$ cat src/hdl/nca_pkg.sv
// Package for the nearest-center assignment block.
// Holds shared constants, the sequencer state type and the pipeline tag.
// No dependencies.
package nca_pkg;

    localparam int DIST_W    = 40;
    localparam int SQ_IN_W   = 20;
    localparam int CFG_W     = 5;
    localparam int CFG_IDX_W = 1;
    localparam int CI_W      = 4;
    localparam int DI_W      = 4;

    localparam logic [DIST_W-1:0] DIST_MAX = {DIST_W{1'b1}};

    localparam logic [CFG_W-1:0] NUM_CENTERS_RST = 5'd16;
    localparam logic [CFG_W-1:0] NUM_DIMS_RST    = 5'd16;

    localparam logic [CFG_IDX_W-1:0] REG_NUM_CENTERS = 1'b0;
    localparam logic [CFG_IDX_W-1:0] REG_NUM_DIMS    = 1'b1;

    localparam logic MODE_LOAD  = 1'b0;
    localparam logic MODE_QUERY = 1'b1;

    typedef enum logic [1:0] {
        ST_IDLE,
        ST_RUN,
        ST_HOLD
    } nca_state_t;

    typedef struct packed {
        logic vld;
        logic last;
    } nca_tag_t;

endpackage

$ cat src/hdl/nca_sqdiff.sv
// Shared squared-difference unit: two register stages, difference/magnitude
// then square with saturation. Depends on nca_pkg.
module nca_sqdiff #(
    parameter int COORD_WIDTH = 16
) (
    input  logic                     clk,
    input  logic                     rst_n,
    input  nca_pkg::nca_tag_t        tag_in,
    input  logic [COORD_WIDTH-1:0]   a,
    input  logic [COORD_WIDTH-1:0]   b,
    output nca_pkg::nca_tag_t        tag_out,
    output logic [nca_pkg::DIST_W-1:0] sq
);
    import nca_pkg::*;

    localparam int MW  = COORD_WIDTH + 1;
    localparam int SQW = (MW > SQ_IN_W) ? SQ_IN_W : MW;

    logic signed [MW-1:0] diff;
    logic [MW-1:0]        mag;
    logic                 sat;
    logic [MW-1:0]        mag_reg;
    logic                 sat_reg;
    nca_tag_t             tag_a_reg;
    logic [2*SQW-1:0]     prod;
    logic [DIST_W-1:0]    sq_reg;
    logic [DIST_W-1:0]    sq_next;
    nca_tag_t             tag_b_reg;

    always_comb
    begin
        diff = signed'({a[COORD_WIDTH-1], a}) - signed'({b[COORD_WIDTH-1], b});
        mag  = diff[MW-1] ? MW'(-diff) : MW'(diff);
        sat  = |(mag >> SQ_IN_W);
        prod = mag_reg[SQW-1:0] * mag_reg[SQW-1:0];
        sq_next = sat_reg ? DIST_MAX : DIST_W'(prod);
    end

    always_ff @(posedge clk or negedge rst_n)
    begin
        if (!rst_n)
        begin
            tag_a_reg <= '0;
            tag_b_reg <= '0;
        end
        else
        begin
            tag_a_reg <= tag_in;
            tag_b_reg <= tag_a_reg;
        end
    end

    always_ff @(posedge clk)
    begin
        mag_reg <= mag;
        sat_reg <= sat;
        sq_reg  <= sq_next;
    end

    assign tag_out = tag_b_reg;
    assign sq      = sq_reg;

endmodule

$ cat config.mk
export PLATFORM = sky130hd
export DESIGN_NAME = nca_sqdiff
export DESIGN_NICKNAME = d
export VERILOG_FILES = /design/src/hdl/nca_pkg.sv /design/src/hdl/nca_sqdiff.sv
export SDC_FILE = /design/constraint.sdc
export NUM_CORES = 1
export LEC_CHECK = 0
export BUFFER_PORTS_ARGS = -buffer_cell sky130_fd_sc_hd__buf_2
export CAP_MARGIN = 20
export CELL_PAD_IN_SITES_DETAIL_PLACEMENT = 0
export CELL_PAD_IN_SITES_GLOBAL_PLACEMENT = 1
export CORE_UTILIZATION = 44
export DETAILED_ROUTE_END_ITERATION = 12
export GPL_TIMING_DRIVEN = 0
export PLACE_DENSITY = 0.85
export SETUP_SLACK_MARGIN = 0.15
export SLEW_MARGIN = 20
export SYNTH_ARGS = -nofsm -noshare
export SYNTH_HDL_FRONTEND = slang
export SYNTH_SLANG_ARGS = --single-unit
export TNS_END_PERCENT = 10
$ cat constraint.sdc
create_clock -name clk -period 5.6 [get_ports clk]
set_input_delay 0 -clock clk [delete_from_list [all_inputs] [get_ports clk]]
set_output_delay 0 -clock clk [all_outputs]
set_load 0.01 [all_outputs]
==> results by group <==
Yosys
  – Count leader, synth: inv_1
  – Syn avg cell area: 9.093 sq um
  – FF+latch count, synth: 54
  – Yosys top cell by area: fa_1
  – Number of flops mapped to enable cells by yosys: 0
  – Post-synth top area share: 0.3619
  – Sequential share of the synthesized area: 0.1037
  – Top cells by area, synth: fa_1 (36%), ha_1 (15%), inv_1 (11%)
  – Cell area after synthesis: 10620 sq um
  – Ys async rst share: 0.07407
  – Yosys warns: 0
  – Commonest cells in the synthesized netlist: inv_1 (306), fa_1 (192), ha_1 (129), nand2_1 (103), and2_1 (54)
  – Ys flop type: dfxtp_1
  – Mapped Cells: 1168
  – Cell variety after synth: 60

Clock network
  – Longest Clk Path Bufs: 2
  – Clock slew at reported path FFs: 0.08 ns
  – Clock sinks: 54
  – Worst skew pair latency: 0.32 ns
  – CTS Buf Count: 5
  – CTS Root Cell: clkbuf_16
  – CTS HTree Levels: 2
  – CTS tree: built

Die
  – Initial core utilization: 0.4511
  – Row Count: 56
  – Ports: 78
  – Full die area: 24760 sq um
  – Die W: 157.4 um
  – Core ar.: 23540 sq um
  – Die height: 157.4 um

STA
  – Unrepaired setup endpoints after global routing: true
  – Final Worst Setup Slack: -0.1162 ns
  – Min Tclk post-route: 5.716 ns
  – Slew @ Worst Pin: 0.6594 ns
  – Final setup violation count: 4
  – Slew headroom: 0.5585
  – WHS: 0.01374 ns
  – Clock skew: 0.007896 ns
  – FMAX: 174.9 MHz
  – Fin. Hold Viols: 0
  – Final setup TNS: -0.3115 ns
  – Slew Viols, Final: 0
  – Period utilization: 1.021

GRT
  – First-pass GRT wire length: 39.34 mm
  – Total track usage: 0.2040
  – Total gr overflow: 0
  – Initial antenna violation count: 0
  – Vias in the first global route: 8247
  – Largest net degree at the start of global routing: 20

Min path
  – Worst min path class: in -> reg

Setup path
  – CP Max Fanout: 7
  – Setup CP Type: reg -> reg
  – CP startpoint kind: flop
  – Worst path required time: 5.81 ns
  – CP Capture Type: flop
  – WP data arrival: 5.92 ns

Drt
  – Remaining DRCs: 0
  – Wire per inst: 14.16 um
  – DRT iter0 DRCs: 296
  – Vias: 7811
  – Routed vias/inst: 4.828
  – Antenna Violating Nets Remaining: 0
  – Total iterations of the first detailed-routing run: 4
  – Total Wirelength: 22.91 mm

Cells and area
  – Share of layout cells above drive strength 1: 0.2009
  – Largest register FFs: 33
  – Diodes inserted: 0
  – Area delta synth->final: 19.76%
  – Post-route cell area: 12720 sq um
  – Nets: 1655

Placed design
  – Port bufs: 70
  – DP Area: 11710 sq um
  – Hpwl dp: 18.78 mm
  – Gp weighted congestion: 0.8633

Flow run
  – Max Cap Viol: 0

Status
  – Violated checks: negative setup slack
  – Outcome: finished, violations left
-- routing by layer --
layer  up-vias  GRT usage  share of wire
li1       3829          -              -
met3        28    0.02643          0.039
met5         -          0              0
met1      3823     0.2609           0.44
met2       131     0.3633           0.50
met4         0    0.04947          0.017
-- critical path: stages, from the launching register on --
cell and delay, ns:
dfxtp_2 0.32, clkbuf_8 0.14, buf_12 0.13, and2_4 0.17, fa_1 0.52, inv_2 0.04
fa_1 0.49, inv_1 0.05, fa_1 0.49, fa_2 0.40, fa_1 0.51, inv_1 0.05
fa_1 0.48, inv_1 0.04, ha_1 0.29, clkbuf_8 0.14, a21oi_4 0.13, o21ai_2 0.08
a221o_1 0.31, a21o_1 0.19, nand2_2 0.08, o41ai_4 0.08, o41a_1 0.33, xor2_1 0.15
-- repair_timing --
| item | 4_1_cts | 5_1_grt |
|---|---|---|
| hold buffers | 4 | 0 |
| resized for setup | 81 | 36 |
| gates cloned | 1 | 0 |
| buffers inserted | 33 | 9 |
| pin swaps | 29 | 39 |
| endpoints found under the hold margin | 6 | 0 |
| endpoints found under the setup margin | 18 | 17 |
-- final cells by class --
| type | count | area [sq um] |
|---|---|---|
| Multi-Input combinational cell | 786 | 8707 |
| Tap cell | 319 | 399.1 |
| Buffer | 28 | 399.1 |
| Inverter | 306 | 1152 |
| Timing Repair Buffer | 117 | 753.2 |
| Sequential cell | 54 | 1156 |
| Clock buffer | 5 | 125.1 |
| Fill cell | 2172 | 10820 |
| Clock inverter | 3 | 26.28 |
-- through the flow --
step,instances,setup WS (ns),util
floorplan,1174,0.1428,-
global placement,1563,-0.6515,0.4972
detailed placement,1563,-0.6661,0.4972
CTS,1609,-0.06790,0.5335
global route,1618,-0.3199,0.5402
finish,1618,-0.1162,0.5402
-- final timing paths --
kind,from,to,slack [ns],cells after the start
min,b[0],mag_reg[0]$_DFF_P_,0.01,3
max reg2reg,mag_reg[14]$_DFF_P_,sq[32]$_DFF_P_,-0.12,23
max in group asynchronous,rst_n,tag_a_reg[1]$_DFF_PN0_,4.86,3
max,mag_reg[14]$_DFF_P_,sq[32]$_DFF_P_,-0.12,23
min in group asynchronous,rst_n,tag_out[0]$_DFF_PN0_,0.57,3
min reg2reg,tag_a_reg[0]$_DFF_PN0_,tag_out[0]$_DFF_PN0_,0.35,0
-- kinds of logic (layout without fill, tap and decap cells) --
logic type / count (synthesis) / in the layout / share of synthesized area
other: 1 / 7 / 0.0003531
adder cells (fa/ha/maj): 321 / 321 / 0.5139
buffers and inverters: 334 / 459 / 0.1209
multiplexers: 1 / 1 / 0.001060
AO/OA/AOI/OAI: 139 / 139 / 0.08848
XOR/XNOR: 65 / 65 / 0.05502
flip-flops: 54 / 54 / 0.1037
AND/OR/NAND/NOR: 253 / 253 / 0.1166
-- placed cells by master (no fill, tap or decap), types with 6 or more instances in the layout --
master and n:
nor3_1 10, nand2_2 8, a21oi_2 6, inv_2 11
ha_4 10, o211ai_1 9, nor2_1 31, nand3_1 7
dfxtp_1 34, o21ai_0 14, nor2b_1 8, a21o_1 17
o21ai_1 7, clkbuf_16 13, xor2_1 14, inv_1 294
a21oi_1 29, ha_1 118, nand2b_1 6, buf_4 45
conb_1 7, fa_1 182, a31oi_1 6, o21a_1 7
and2_1 47, fa_2 10, buf_2 70, and2_4 7
xnor2_1 48, clkbuf_8 7, dfxtp_4 14, nand2_1 91
Power is left out: the tool's default activity adds up to more than one toggle a clock period on the data nets, which glitch-free logic cannot reach.
